<file path="src/sv/hmtn_pkg.sv">
// Shared types, constants and the divide step for the heightmap thumbnail generator.
// No dependencies; used by every other file of the block.
package hmtn_pkg;

    localparam int THUMB_SIZE = 256;
    localparam int MAX_DIM    = 256;
    localparam int DIM_W      = 9;
    localparam int POS_W      = 8;
    localparam int SAMPLE_W   = 16;
    localparam int ADDR_W     = 16;
    localparam int GRAY_W     = 8;
    localparam int NUM_W      = 24;
    localparam int DEN_W      = 16;
    localparam int QUO_W      = 8;
    localparam int MARK_W     = 5;
    localparam int PADDR_W    = 4;
    localparam int PDATA_W    = 32;

    localparam logic [DIM_W-1:0]  THUMB_EXT  = DIM_W'(THUMB_SIZE);
    localparam logic [DIM_W-1:0]  DIM_LIMIT  = DIM_W'(MAX_DIM);
    localparam logic [DIM_W-1:0]  DIM_MIN    = DIM_W'(2);
    localparam logic [MARK_W-1:0] MARK_LEN   = MARK_W'(16);
    localparam logic [GRAY_W-1:0] GRAY_BG    = GRAY_W'(24);
    localparam logic [GRAY_W-1:0] GRAY_FLAT  = GRAY_W'(127);
    localparam logic [GRAY_W-1:0] GRAY_WHITE = GRAY_W'(255);
    localparam logic [GRAY_W-1:0] GRAY_BLACK = GRAY_W'(0);

    typedef enum logic [1:0] {
        REG_WIDTH   = 2'd0,
        REG_HEIGHT  = 2'd1,
        REG_FLOOR   = 2'd2,
        REG_CEILING = 2'd3
    } reg_idx_t;

    typedef enum logic [2:0] {
        PX_ERR    = 3'd0,
        PX_BG     = 3'd1,
        PX_WHITE  = 3'd2,
        PX_SAMPLE = 3'd3,
        PX_FLAT   = 3'd4,
        PX_LOW    = 3'd5,
        PX_HIGH   = 3'd6
    } px_cls_t;

    typedef struct packed {
        logic    valid;
        logic    req;
        px_cls_t cls;
    } ctl_t;

    typedef enum logic [2:0] {
        SU_IDLE = 3'b001,
        SU_LOAD = 3'b010,
        SU_DIV  = 3'b100
    } setup_state_t;

    // one restoring step: returns {quotient bit, new remainder}
    function automatic logic [DEN_W:0] div_step(input logic [DEN_W-1:0] rem,
                                                input logic nb,
                                                input logic [DEN_W-1:0] den);
        logic [DEN_W:0] sh;
        logic [DEN_W:0] diff;
        sh   = {rem, nb};
        diff = sh - {1'b0, den};
        if (sh >= {1'b0, den})
        begin
            return {1'b1, diff[DEN_W-1:0]};
        end
        return {1'b0, sh[DEN_W-1:0]};
    endfunction

endpackage

</file>
<file path="src/sv/hmtn_div8.sv">
// Pipelined restoring divider, one quotient bit per stage, quotient known below 256.
// Depends on hmtn_pkg for widths and the divide step.
module hmtn_div8
(
    input  logic                        clk,
    input  logic                        en,
    input  logic [hmtn_pkg::NUM_W-1:0]  num,
    input  logic [hmtn_pkg::DEN_W-1:0]  den,
    output logic [hmtn_pkg::QUO_W-1:0]  quo
);

    localparam int QW = hmtn_pkg::QUO_W;
    localparam int DW = hmtn_pkg::DEN_W;

    logic [DW-1:0] rem_reg [0:QW-1];
    logic [QW-1:0] low_reg [0:QW-1];
    logic [QW-1:0] q_reg   [0:QW-1];
    logic [DW:0]   step    [0:QW-1];

    always_comb
    begin
        step[0] = hmtn_pkg::div_step(num[hmtn_pkg::NUM_W-1:QW], num[QW-1], den);
        for (int k = 1; k < QW; k++)
        begin
            step[k] = hmtn_pkg::div_step(rem_reg[k-1], low_reg[k-1][QW-1], den);
        end
    end

    always_ff @(posedge clk)
    begin
        if (en)
        begin
            rem_reg[0] <= step[0][DW-1:0];
            q_reg[0]   <= {{(QW-1){1'b0}}, step[0][DW]};
            low_reg[0] <= {num[QW-2:0], 1'b0};
            for (int k = 1; k < QW; k++)
            begin
                rem_reg[k] <= step[k][DW-1:0];
                q_reg[k]   <= {q_reg[k-1][QW-2:0], step[k][DW]};
                low_reg[k] <= {low_reg[k-1][QW-2:0], 1'b0};
            end
        end
    end

    assign quo = q_reg[QW-1];

endmodule

</file>
<file path="config.mk">
export PLATFORM = sky130hd
export DESIGN_NAME = hmtn_div8
export DESIGN_NICKNAME = d
export VERILOG_FILES = /design/src/sv/hmtn_pkg.sv /design/src/sv/hmtn_div8.sv
export SDC_FILE = /design/constraint.sdc
export NUM_CORES = 1
export LEC_CHECK = 0
export ABC_AREA = 1
export BUFFER_PORTS_ARGS = -buffer_cell sky130_fd_sc_hd__buf_2
export CAP_MARGIN = 20
export CORE_ASPECT_RATIO = 2
export CORE_MARGIN = 2
export CORE_UTILIZATION = 55
export CTS_CLUSTER_SIZE = 20
export DETAILED_ROUTE_END_ITERATION = 12
export PLACE_DENSITY = 0.69
export SLEW_MARGIN = 15
export SYNTH_ARGS = -nofsm -noshare
export SYNTH_HDL_FRONTEND = slang
export SYNTH_SLANG_ARGS = --single-unit
</file>
<file path="constraint.sdc">
create_clock -name clk -period 5.38 [get_ports clk]
set_clock_uncertainty 0.2 [all_clocks]
set_input_delay 0 -clock clk [delete_from_list [all_inputs] [get_ports clk]]
set_output_delay 0 -clock clk [all_outputs]
set_load 0.01 [all_outputs]
</file>
==> results of run 1 <==
-- Yosys cell counts --
| cell type | instances | area, um2 |
|---|---|---|
| sky130_fd_sc_hd__nand2_1 | 828 | 3110 |
| sky130_fd_sc_hd__buf_4 | 8 | 60.1 |
| sky130_fd_sc_hd__nand2_4 | 6 | 67.6 |
| sky130_fd_sc_hd__nand3b_1 | 22 | 165 |
| sky130_fd_sc_hd__nand4_1 | 30 | 188 |
| sky130_fd_sc_hd__a21o_1 | 1 | 7.51 |
| sky130_fd_sc_hd__inv_2 | 2 | 7.51 |
| sky130_fd_sc_hd__or2_2 | 4 | 25.0 |
| sky130_fd_sc_hd__a21oi_1 | 68 | 340 |
| sky130_fd_sc_hd__xor2_1 | 35 | 307 |
| sky130_fd_sc_hd__nand3_1 | 157 | 786 |
| sky130_fd_sc_hd__ha_1 | 128 | 1600 |
| sky130_fd_sc_hd__nand3_4 | 1 | 17.5 |
| sky130_fd_sc_hd__o21ai_1 | 2 | 10.0 |
| sky130_fd_sc_hd__nor2_4 | 1 | 11.3 |
| sky130_fd_sc_hd__and2_1 | 3 | 18.8 |
| sky130_fd_sc_hd__buf_12 | 3 | 60.1 |
| sky130_fd_sc_hd__nor2_2 | 8 | 50.1 |
| sky130_fd_sc_hd__nor2_8 | 1 | 20.0 |
| sky130_fd_sc_hd__inv_1 | 340 | 1280 |
| sky130_fd_sc_hd__nor2_1 | 100 | 375 |
| sky130_fd_sc_hd__or2_0 | 2 | 12.5 |
| sky130_fd_sc_hd__o21ai_0 | 13 | 65.1 |
| sky130_fd_sc_hd__o21a_1 | 2 | 15.0 |
| sky130_fd_sc_hd__and2_4 | 1 | 8.76 |
| sky130_fd_sc_hd__buf_6 | 10 | 113 |
| sky130_fd_sc_hd__buf_2 | 9 | 45.0 |
| sky130_fd_sc_hd__fa_1 | 7 | 140 |
| sky130_fd_sc_hd__nand2_2 | 7 | 43.8 |
| sky130_fd_sc_hd__xnor2_1 | 8 | 70.1 |
| sky130_fd_sc_hd__or2_1 | 1 | 6.26 |
| sky130_fd_sc_hd__nor3_1 | 23 | 115 |
| sky130_fd_sc_hd__nand3_2 | 14 | 140 |
| sky130_fd_sc_hd__nor4_1 | 4 | 25.0 |
| sky130_fd_sc_hd__o21bai_1 | 5 | 37.5 |
| sky130_fd_sc_hd__edfxtp_1 | 176 | 5290 |
-- cells in the final DEF, fill, tap and decap left out, types with 5 or more instances in the layout --
cell                            instances
sky130_fd_sc_hd__nand2_1              828
sky130_fd_sc_hd__inv_1                340
sky130_fd_sc_hd__edfxtp_1             176
sky130_fd_sc_hd__nand3_1              157
sky130_fd_sc_hd__ha_1                 128
sky130_fd_sc_hd__nor2_1               100
sky130_fd_sc_hd__a21oi_1               68
sky130_fd_sc_hd__buf_2                 48
sky130_fd_sc_hd__xor2_1                35
sky130_fd_sc_hd__nand4_1               30
sky130_fd_sc_hd__dlygate4sd3_1         24
sky130_fd_sc_hd__nor3_1                23
sky130_fd_sc_hd__nand3b_1              22
sky130_fd_sc_hd__clkbuf_16             17
sky130_fd_sc_hd__nand3_2               14
sky130_fd_sc_hd__o21ai_0               13
sky130_fd_sc_hd__nor2_2                 8
sky130_fd_sc_hd__xnor2_1                8
sky130_fd_sc_hd__nand2_2                7
sky130_fd_sc_hd__fa_1                   7
sky130_fd_sc_hd__nand2_4                6
sky130_fd_sc_hd__clkinv_8               6
sky130_fd_sc_hd__o21bai_1               5
-- critical path, cell delays in order, from the launching register on --
cell and delay, ps:
sky130_fd_sc_hd__edfxtp_1 500, sky130_fd_sc_hd__ha_1 410, sky130_fd_sc_hd__nand2_1 130, sky130_fd_sc_hd__nor2_1 160, sky130_fd_sc_hd__nand3_1 120, sky130_fd_sc_hd__nand3_1 140
sky130_fd_sc_hd__nand2_1 70, sky130_fd_sc_hd__nand2_1 530, sky130_fd_sc_hd__inv_1 400, sky130_fd_sc_hd__nand2_1 150, sky130_fd_sc_hd__nand2_1 70
-- through the flow --
| step | instance area, um2 | utilization (%) |
|---|---|---|
| 2_1_floorplan | 14600 | - |
| 3_3_place_gp | 15000 | 57.3 |
| 3_5_place_dp | 15000 | 57.3 |
| 4_1_cts | 15900 | 60.5 |
| 5_1_grt | 15900 | 60.5 |
| 6_report | 15900 | 60.5 |
-- worst max path at each step --
| stage | depth (start not counted) | slack, ps | start | to |
|---|---|---|---|---|
| after floorplan | 10 | 3300 | low_reg[1][6] | rem_reg[2][8] |
| after global placement | 12 | 2150 | den[1] | rem_reg[3][15] |
| after detailed placement | 12 | 2100 | den[1] | rem_reg[3][15] |
| after CTS | 10 | 2280 | rem_reg[2][7] | rem_reg[3][15] |
| after global routing | 10 | 1990 | rem_reg[2][7] | rem_reg[3][11] |
| final | 10 | 2250 | rem_reg[2][7] | rem_reg[3][15] |
-- cell families (layout without fill, tap and decap cells) --
group,after synthesis,in the layout,share of synthesized area (%)
xor+xnor,43,43,2.58
compound gates,91,91,3.25
flops,176,176,36.1
buf+inv,372,449,10.7
simple gates,1213,1213,35.4
fa+ha+maj,135,135,11.9
-- report_power, final --
group | internal, W | total [W] | leakage, nW | switching [W]
clock | 0.000623 | 0.00126 | 0.286 | 0.000636
combinational | 0.00125 | 0.00370 | 6.48 | 0.00246
sequential | 0.00207 | 0.00236 | 1.73 | 0.000295
-- final cells by class --
type / count / area (um2)
clock inverters: 15 / 175
inverters: 342 / 1280
repair buffers: 75 / 507
well taps: 344 / 430
flip-flops and latches: 176 / 5290
clock buffers: 17 / 425
multi-input cells: 1482 / 7780
fillers: 2520 / 10400
-- metal layers --
| metal | vias up | part of all wire (%) | global-route usage, % | wire [um] |
|---|---|---|---|---|
| met5 | - | 0 | 0 | 0 |
| met4 | 0 | 11 | 30.4 | 4790 |
| met3 | 224 | 3.6 | 4.30 | 1590 |
| met2 | 436 | 53 | 60.1 | 23700 |
| met1 | 6010 | 32 | 28.2 | 14200 |
| li1 | 6612 | - | - | - |
==> impl.org, run 1 <==
** Placement
- Number of instances in the placed design :: 2395
- Final weighted congestion of routability-driven global placement :: around 1.0
- Worst setup slack before clock tree synthesis :: 2100 ps
- Detailed placement HPWL :: 34.6 mm
- IO Port Bufs :: between 40 and 50

** Hold path
- The tightest min-delay check is of the in -> reg type.
- The worst hold path terminates at low_reg[0][3].
- In this run the most critical hold path is launched from num[3].
- The worst hold path was traced through 2 stages.

** Critical path
- The critical path is of the reg -> reg type.
- For the worst flop-to-flop path, the logic depth is 10.
- Crit path max fanout :: 20
- In this run the critical register-to-register path is launched from rem_reg[2][7].
- Critical path endpoint category :: register
- STA puts the critical path data required time at 5390 ps.
- Register-to-register setup slack :: 2250 ps
- R2r endpoint :: rem_reg[3][15]
- Data on the critical path arrives at its endpoint at 3150 ps.
- Critical Path Source Type :: register

** Clock tree
- Gates resized during post-CTS repair numbered 0.
- The tree built by TritonCTS fans out to roughly 180 sinks.
- Once the clock tree was built, the setup fixing pass inserted 0 buffers.
- In this run, CTS created clock tree buffers numbering 17.
- In this run, post-CTS hold repair placed 24 buffers.
- The H-tree was split into 4 levels.
- TritonCTS built the clock tree.
- Clock Tree Buf Depth :: 2
- The root buffer cell chosen for the clock tree is sky130_fd_sc_hd__clkbuf_16.
- Clock-pin slew was measured on the worst setup and hold paths at 80 ps.
- Clock latency on the worst-skew pair, taken at its later pin, is roughly 470 ps.

** Pwr
- Power density over the cells :: 461 mW/mm2
- Summed over all cells, the static leakage comes to 8.50 nW.
- Power comes to roughly 0.0073 W.
- IR analysis of the VDD net gives a maximum drop of 0.231 mV.

** Floorplan
- Die Area :: ~0.028 mm2
- Horiz. Die Dim :: 119 um
- Starting density of the core :: a little under three fifths
- Count of boundary I/O pins :: 50
- After floorplanning, the core was divided into 84 placement rows.
- Die height :: 235 um
- Core outline area :: roughly 0.026 mm2

** Synthesis
- After synthesis, flip-flops and latches occupy 36.1% of the total area.
- Post-Synthesis Mean Instance Area :: 7.20 um2
- In the synthesized netlist, the number of instances is 2030.
- The cell area that synthesis handed to floorplanning was approximately 0.015 mm2.
- In this run, distinct cell masters in the synthesized netlist total 36.
- #FFs+latches synth :: roughly 180
- Yosys printed 0 warnings.
- Syn nets :: 2207

** Final layout
- Compared with the post-synthesis result, the final layout area differs by 8.62%.
- 0 antenna diodes ended up in the layout.
- Number of cells in the finished layout apart from fillers :: 2451
- Count of nets after finishing :: 2271
- Share of layout cells above drive strength 1 :: between 6 and 7%
- The register with the most flip-flops in the layout has 112 of them.

** Timing
- After layout, the worst setup slack is 2250 ps.
- Crit share post-route :: between 50% and 60%
- In this run the tightest slew margin relative to its limit is 33.3%.
- Hold is met by around 48 ps.
- Final critical delay including setup and external delays :: approximately 3100 ps
- Final-report hold violation count :: 0
- Setup TNS after final layout :: 0 ps
- For the pin with the worst max-slew slack, the measured transition is about 1000 ps.
- Final Setup Violations :: 0
- RSZ-0062 raised after global routing :: no
- Number of slew-limit violations in the final report :: 0
- Derived from the worst setup path, the maximum achievable clock frequency is roughly 320 MHz.

** Detailed routing
- Vias after detailed routing :: 13.3k
- DR pass1 iterations :: 5
- Routed WL per cell :: about 18 um
- The first routing iteration left 862 violations.
- Post-route DRC :: 0
- Routed wire length :: 44.3 mm
- After detailed routing, the number of vias per cell comes to 5.42.
- Count of antenna-violating nets left after detailed routing :: 0

** GRT
- The number of antenna violations at the first check in global routing was 0.
- Grt total ovfl :: 0
- The first global-routing pass estimated ~68 mm of wire.
- GRT Util Overall :: around a third
- Entering global routing, the biggest net connects 76 pins.
- The number of global-route vias before repair was 13.0k.

** Flow run
- Max-cap violations in this run came to 0.

** Outcome
- The flow ran to the end, and the final reports show no timing, DRC or antenna violations.
No activity file was read; power rests on OpenSTA's default activity.
==> run 2: changes to the inputs <==
==> constraint.sdc (replaced) <==
create_clock -name clk -period 3 [get_ports clk]
set_clock_uncertainty 0.2 [all_clocks]
set_input_delay 0 -clock clk [delete_from_list [all_inputs] [get_ports clk]]
set_output_delay 0 -clock clk [all_outputs]
set_load 0.01 [all_outputs]
==> impl.org, run 2 (synthesized netlist as in run 1, its figures left out) <==
** Timing
- Crit share post-route :: 87.2%
- The max-slew violation count was 0.
- Final Setup Violations :: 0
- Derived from the worst setup path, the maximum achievable clock frequency is 382 MHz.
- After layout, the minimum clock period comes to ~2600 ps.
- Setup repair after global routing left no endpoint under its margin.
- At the pin with the least slew margin, the transition time is around 730 ps.
- Setup TNS after final layout :: 0 ps
- The final-report hold violation count was 0.
- In this run the tightest slew margin relative to its limit is 51.5%.

** Critical path
- CP max stage delay :: 530 ps
- Among the stages of the critical path, the cell type that occurs most often is sky130_fd_sc_hd__nand2_1.
- Critical Path, Cell by Cell :: ha_1 -> nand2_1 -> inv_1 -> nand2_1 -> nand3_1 -> nand2_1 -> nand3_1 -> nand2_2 -> nand2_4 -> nand2_1 -> nand2_1
- Worst path slowest cell :: sky130_fd_sc_hd__edfxtp_1
- Data arrives at the worst endpoint at 2640 ps.
- Of all nets on the critical path, the largest fanout is 17.
- The critical path is of the reg -> reg type.
- STA classifies the critical path startpoint as a register.
- For the worst flop-to-flop path, the logic depth is 11.
- At the worst endpoint, the required time is 3020 ps.
- Critical path endpoint category :: register

** Clock tree
- Clk Tree Root Cell :: sky130_fd_sc_hd__clkbuf_16
- The clock net in this run drives a total of between 150 and 200 sinks.
- In this run the number of H-tree levels came out at 4.
- The number of setup buffers added after CTS is 0.
- # resized after CTS :: 0
- TritonCTS built the clock tree.
- Clock transition at path regs :: around 70 ps
- In this run, CTS created clock tree buffers numbering 17.
- The number of hold buffers added after CTS was 25.
- At the later pin of the worst-skew pair, clock insertion delay measures roughly 470 ps.
- The clock passes through at most 2 buffers.

** Floorplan
- Die height :: 235 um
- Count of boundary I/O pins :: 50
- Count of standard-cell rows :: 84
- The floorplan step defined a die boundary enclosing 0.0280 mm2.
- The floorplan step set the die width to between 100 and 150 um.
- After floorplanning, the core was sized to cover 0.0263 mm2.
- Starting density of the core :: a little under three fifths

** Final layout
- The register with the most flip-flops in the layout has 112 of them.
- The repair_antennas step left the layout with diodes totalling 0.
- For this run, the post-layout net count is ~2.3k.
- Number of inserted filler cells in the final layout :: 2495
- Share of layout cells above drive strength 1 :: 7.00%
- In the layout the commonest cells are sky130_fd_sc_hd__nand2_1 (828), sky130_fd_sc_hd__inv_1 (340), sky130_fd_sc_hd__edfxtp_1 (176).
- Utilization after layout :: 61.3%
- Most common cell after layout, fill and taps aside :: sky130_fd_sc_hd__nand2_1
- From synthesis to final layout, the design area changed by 10.1%.

** GRT
- The number of antenna violations at the first check in global routing came to 0.
- First-pass GRT wire length :: between 70 and 80 mm
- The number of global-route vias before repair came to 13.6k.
- The total overflow left after global routing is 0.
- GRT Util Overall :: between 30% and 40%
- Maximum number of pins on one net before global-route repair :: 58

** Placement
- Final weighted congestion of routability-driven global placement :: 1.02
- Detailed placement HPWL :: 37.0 mm
- During placement, the flow inserted port buffers numbering 49.

** Detailed routing
- For this run, design rule violations remaining after detail routing come to 0.
- The detail route stage leaves a number of antenna-violating nets equal to 0.
- Vias per inst :: 5.45
- For this block, the routed nets add up to 46.5 mm of wire.
- For this block, the initial DRC count from the detailed router was 752.
- Before antenna repair, the detailed router went through 5 iterations.
- Routed WL per cell :: between 15 and 20 um
- Vias after detailed routing :: 13.5k

** Pwr
- IR analysis of the VDD net gives a maximum drop of 0.415 mV.
- Power density over the cells :: 831 mW/mm2
- Summing internal, switching and leakage power gives roughly 0.013 W.
- Summed over all cells, the static leakage comes to 8.62 nW.

** Flow run
- Max-cap violations in this run came to 0.

** Outcome
- Status :: finished clean

** Hold path
- The path class of the tightest hold or removal check is in -> reg.
- Hold depth :: 2
[run 2: worst paths after layout]
| path | slack [ps] | to | from |
|---|---|---|---|
| setup / recovery | 380 | rem_reg[1][14] | rem_reg[0][3] |
| hold / removal | 40 | low_reg[0][4] | num[4] |
| setup reg to reg | 380 | rem_reg[1][14] | rem_reg[0][3] |
| hold reg to reg | 220 | q_reg[1][9] | q_reg[1][0] |
[run 2: cell type report]
cell class / count / area, um2 / area share [%]
multi-input combinational: 1482 / 7780 / 48.3
sequential: 176 / 5290 / 32.8
inverter: 342 / 1280 / 7.97
clock buffer: 18 / 429 / 2.67
tap: 344 / 430 / 2.67
timing repair buffer: 98 / 707 / 4.39
clock inverter: 14 / 190 / 1.18
[run 2: routing by layer]
metal  up-vias  global-route usage (%)  wire [um]
li1       6649                       -          -
met1      6184                    28.5      14200
met2       452                    66.2      25600
met3       206                    4.56       1780
met4         0                    30.0       4860
met5         -                       0          0
[run 2: stage by stage]
stage	setup WS, ps	hold WS, ps	cells	area [um2]
2_1_floorplan	917	-101	2030	14600
3_3_place_gp	306	-23.2	2417	15200
3_5_place_dp	303	-21.6	2417	15200
4_1_cts	393	28.7	2474	16100
5_1_grt	238	42.2	2474	16100
6_report	383	38.3	2474	16100
[run 2: worst max-delay path: cells and delay by family (launching register included)]
family,cells,cell delay [ps]
DFF,1,530
adders and majority gates,1,400
and+or+nand+nor,9,1190
buffers and inverters,1,50
[run 2: power by group]
part           total (W)  switching [W]  internal, W
Clock            0.00235        0.00115      0.00121
Sequential       0.00426       0.000559      0.00371
Combinational    0.00676        0.00446      0.00230
==> run 3: changes to the inputs <==
--- a/config.mk
+++ b/config.mk
@@ -13,7 +13,7 @@
 export CORE_UTILIZATION = 55
 export CTS_CLUSTER_SIZE = 20
 export DETAILED_ROUTE_END_ITERATION = 12
-export PLACE_DENSITY = 0.69
+export PLACE_DENSITY = 0.72
 export SLEW_MARGIN = 15
 export SYNTH_ARGS = -nofsm -noshare
 export SYNTH_HDL_FRONTEND = slang
==> constraint.sdc (replaced) <==
create_clock -name clk -period 2.36 [get_ports clk]
set_clock_uncertainty 0.2 [all_clocks]
set_input_delay 0 -clock clk [delete_from_list [all_inputs] [get_ports clk]]
set_output_delay 0 -clock clk [all_outputs]
set_load 0.01 [all_outputs]
==> impl.org, run 3 (synthesized netlist as in run 1, its figures left out) <==
** Detailed routing
- Using the TritonRoute via totals, the vias-per-cell ratio works out to ~5.5.
- Count of antenna-violating nets left after detailed routing :: 0
- For this block, the routed nets add up to 48.5 mm of wire.
- For this block, the via count after detailed routing is about 14k.
- Starting DRT DRC Count :: 874
- DR pass1 iterations :: 7
- Post-route DRC :: 0
- After detailed routing, the average wire length per cell comes to 19.0 um.

** Floorplan
- After floorplanning, the core was divided into between 80 and 90 placement rows.
- Starting density of the core :: 55.7%
- Core outline area :: around 0.026 mm2
- In this run the horizontal extent of the chip is 119 um.
- Measured along the y axis, the die boundary spans 235 um.
- Die Area :: between 0.02 and 0.03 mm2
- Count of boundary I/O pins :: 50

** Final layout
- Number of flip-flops under the largest register name :: 112
- Counting the fill cells in the layout gives 2203.
- The library cells used most frequently in the layout, excluding fill and tap cells, are sky130_fd_sc_hd__nand2_1 (783), sky130_fd_sc_hd__inv_1 (329), sky130_fd_sc_hd__edfxtp_1 (176).
- Layout area overhead :: 23.3%
- In the final design database the tool counted 2379 nets.
- Most common cell after layout, fill and taps aside :: sky130_fd_sc_hd__nand2_1
- Number of cells in the finished layout apart from fillers :: 2559
- The finished cells cover 0.0180 mm2.
- Of the cells placed in the final design, the portion with a size suffix greater than 1 is 17.2%.
- The repair_antennas step left the layout with diodes totalling 0.

** Critical path
- Critical Path Source Type :: register
- Along the worst path, the maximum fanout reaches 19.
- WP data arrival :: approximately 2400 ps
- The worst register-to-register path has a setup slack of -60 ps.
- The number of cells on the worst reg-to-reg path is 9.
- R2r endpoint :: rem_reg[2][12]
- The worst register-to-register path begins at rem_reg[1][13].
- The worst setup path is captured at a register.
- Required time at the worst-slack endpoint :: 2350 ps
- Critical path launch point :: rem_reg[1][13]
- The critical path ends at rem_reg[2][12].
- Startpoint-to-endpoint class of the critical path :: reg -> reg

** Clock tree
- The root buffer cell chosen for the clock tree is sky130_fd_sc_hd__clkbuf_16.
- Counting the buffers created by CTS gives 17.
- H-tree depth :: 4
- CTS tree :: yes
- CTS sink cnt :: 176
- After clock tree synthesis, the clock-pin slew on the worst setup and hold paths is 80 ps.
- Insertion delay of the later-clocked pin in the worst-skew pair :: 460 ps
- Clock Tree Buf Depth :: 2

** GRT
- Entering global routing, the biggest net connects 50 pins.
- The first global-routing pass estimated 70.8 mm of wire.
- Antenna violations before repair :: 0
- Grt total ovfl :: 0
- GRT Util Overall :: 33.5%
- The number of global-route vias before repair came to 14.0k.

** Flow run
- Across the run, the number of max-cap violations was 0.

** Timing
- RSZ-0062 raised after global routing :: yes
- Final Setup Violations :: 14
- Transition time at the pin with the least slew margin :: 865 ps
- The final-report hold violation count was 0.
- Setup slack on the critical path of the routed design comes to -63.8 ps.
- Final critical delay including setup and external delays :: around 2400 ps
- Crit share post-route :: 103%
- The max-slew violation count was 0.
- Normalized max-slew margin :: 42.3%
- Derived from the worst setup path, the maximum achievable clock frequency is 413 MHz.

** Pwr
- Total leakage power :: 9.16 nW
- VDD sags by at most ~0.55 mV.
- Clk network pwr share :: 15.8%
- Net load switching power :: 0.00858 W
- Of the total power, the share spent switching nets is 45.2%.
- For this design the ratio of total power to cell area is 1050 mW/mm2.
- Internal power consumption :: 0.0104 W
- Power share of the combinational group :: 55.4%
- Part of the power in registers :: 28.8%

** Hold path
- The startpoint identified for the worst hold timing path is num[5].
- Tightest Hold Check Type :: in -> reg

** Outcome
- Status :: complete, but fails checks
- The final reports fail on negative setup slack.

** Placement
- IO Port Bufs :: 49
- Detailed placement HPWL :: ~36 mm
- Final weighted congestion of routability-driven global placement :: 0.975
- Number of instances in the placed design :: 2475
- Dpl cell area :: ~0.016 mm2
run 3: what timing repair did:
item / 4_1_cts / 5_1_grt
pin swaps: 0 / 36
hold buffers: 25 / 0
setup endpoints to repair: 41 / 100
cloned: 0 / 4
hold endpoints to repair: 69 / 0
gates resized for setup: 16 / 169
setup buffers: 2 / 21
run 3: metal layers:
metal / vias up / part of all wire, % / track usage [%] / routed length [um]
met1: 6546 / 31 / 28.3 / 14900
met5: - / 0 / 0 / 0
met2: 539 / 54 / 64.9 / 26400
met3: 270 / 4.1 / 4.78 / 1990
li1: 6833 / - / - / -
met4: 0 / 11 / 29.4 / 5250
run 3: cell type report:
cell class,count,area [um2],share of cell area (%)
sequential,176,5290,29.3
timing repair buffer,180,1560,8.63
multi-input combinational,1485,8840,49.0
clock buffer,18,429,2.38
clock inverter,14,193,1.07
tap,344,430,2.39
inverter,342,1290,7.18
run 3: per-stage QoR:
| step | setup WS, ps | TNS (ps) | hold WS [ps] | util, % | power (W) |
|---|---|---|---|---|---|
| floorplan | 277 | 0 | -101 | - | 0.0115 |
| global placement | -142 | -3850 | -22.9 | 60.3 | 0.0141 |
| detailed placement | -148 | -4280 | -21.9 | 60.3 | 0.0143 |
| CTS | 1.17 | 0 | 32.8 | 64.3 | 0.0175 |
| global route | -102 | -2680 | 42.8 | 68.6 | 0.0202 |
| finish | -63.8 | -297 | 50.9 | 68.6 | 0.0190 |
run 3: worst min path at each step:
stage,to,slack [ps],cells past startpoint
after floorplan,low_reg[0][0],-100,0
after global placement,low_reg[0][1],-20,1
after detailed placement,low_reg[0][2],-20,1
after CTS,low_reg[0][1],30,2
after global routing,low_reg[0][4],40,2
final,low_reg[0][5],50,2
run 3: power groups by stage:
stage	Sequential (W)	Clock (W)	Combinational [W]
final	0.00546	0.00300	0.0105
after global routing	0.00550	0.00317	0.0116
after CTS	0.00530	0.00303	0.00920
after detailed placement	0.00535	0	0.00892
after global placement	0.00533	0	0.00873
after floorplan	0.00502	0	0.00645
run 3: worst max-delay path, cell delays in order (launching register included):
cell and delay [ps]:
sky130_fd_sc_hd__edfxtp_1 410, sky130_fd_sc_hd__ha_1 360, sky130_fd_sc_hd__nand2_1 90, sky130_fd_sc_hd__nand2_1 100, sky130_fd_sc_hd__a21oi_4 250, sky130_fd_sc_hd__o21ai_2 130, sky130_fd_sc_hd__nor2_4 220, sky130_fd_sc_hd__nand2_8 140
sky130_fd_sc_hd__nand3_1 110, sky130_fd_sc_hd__nand2_1 130
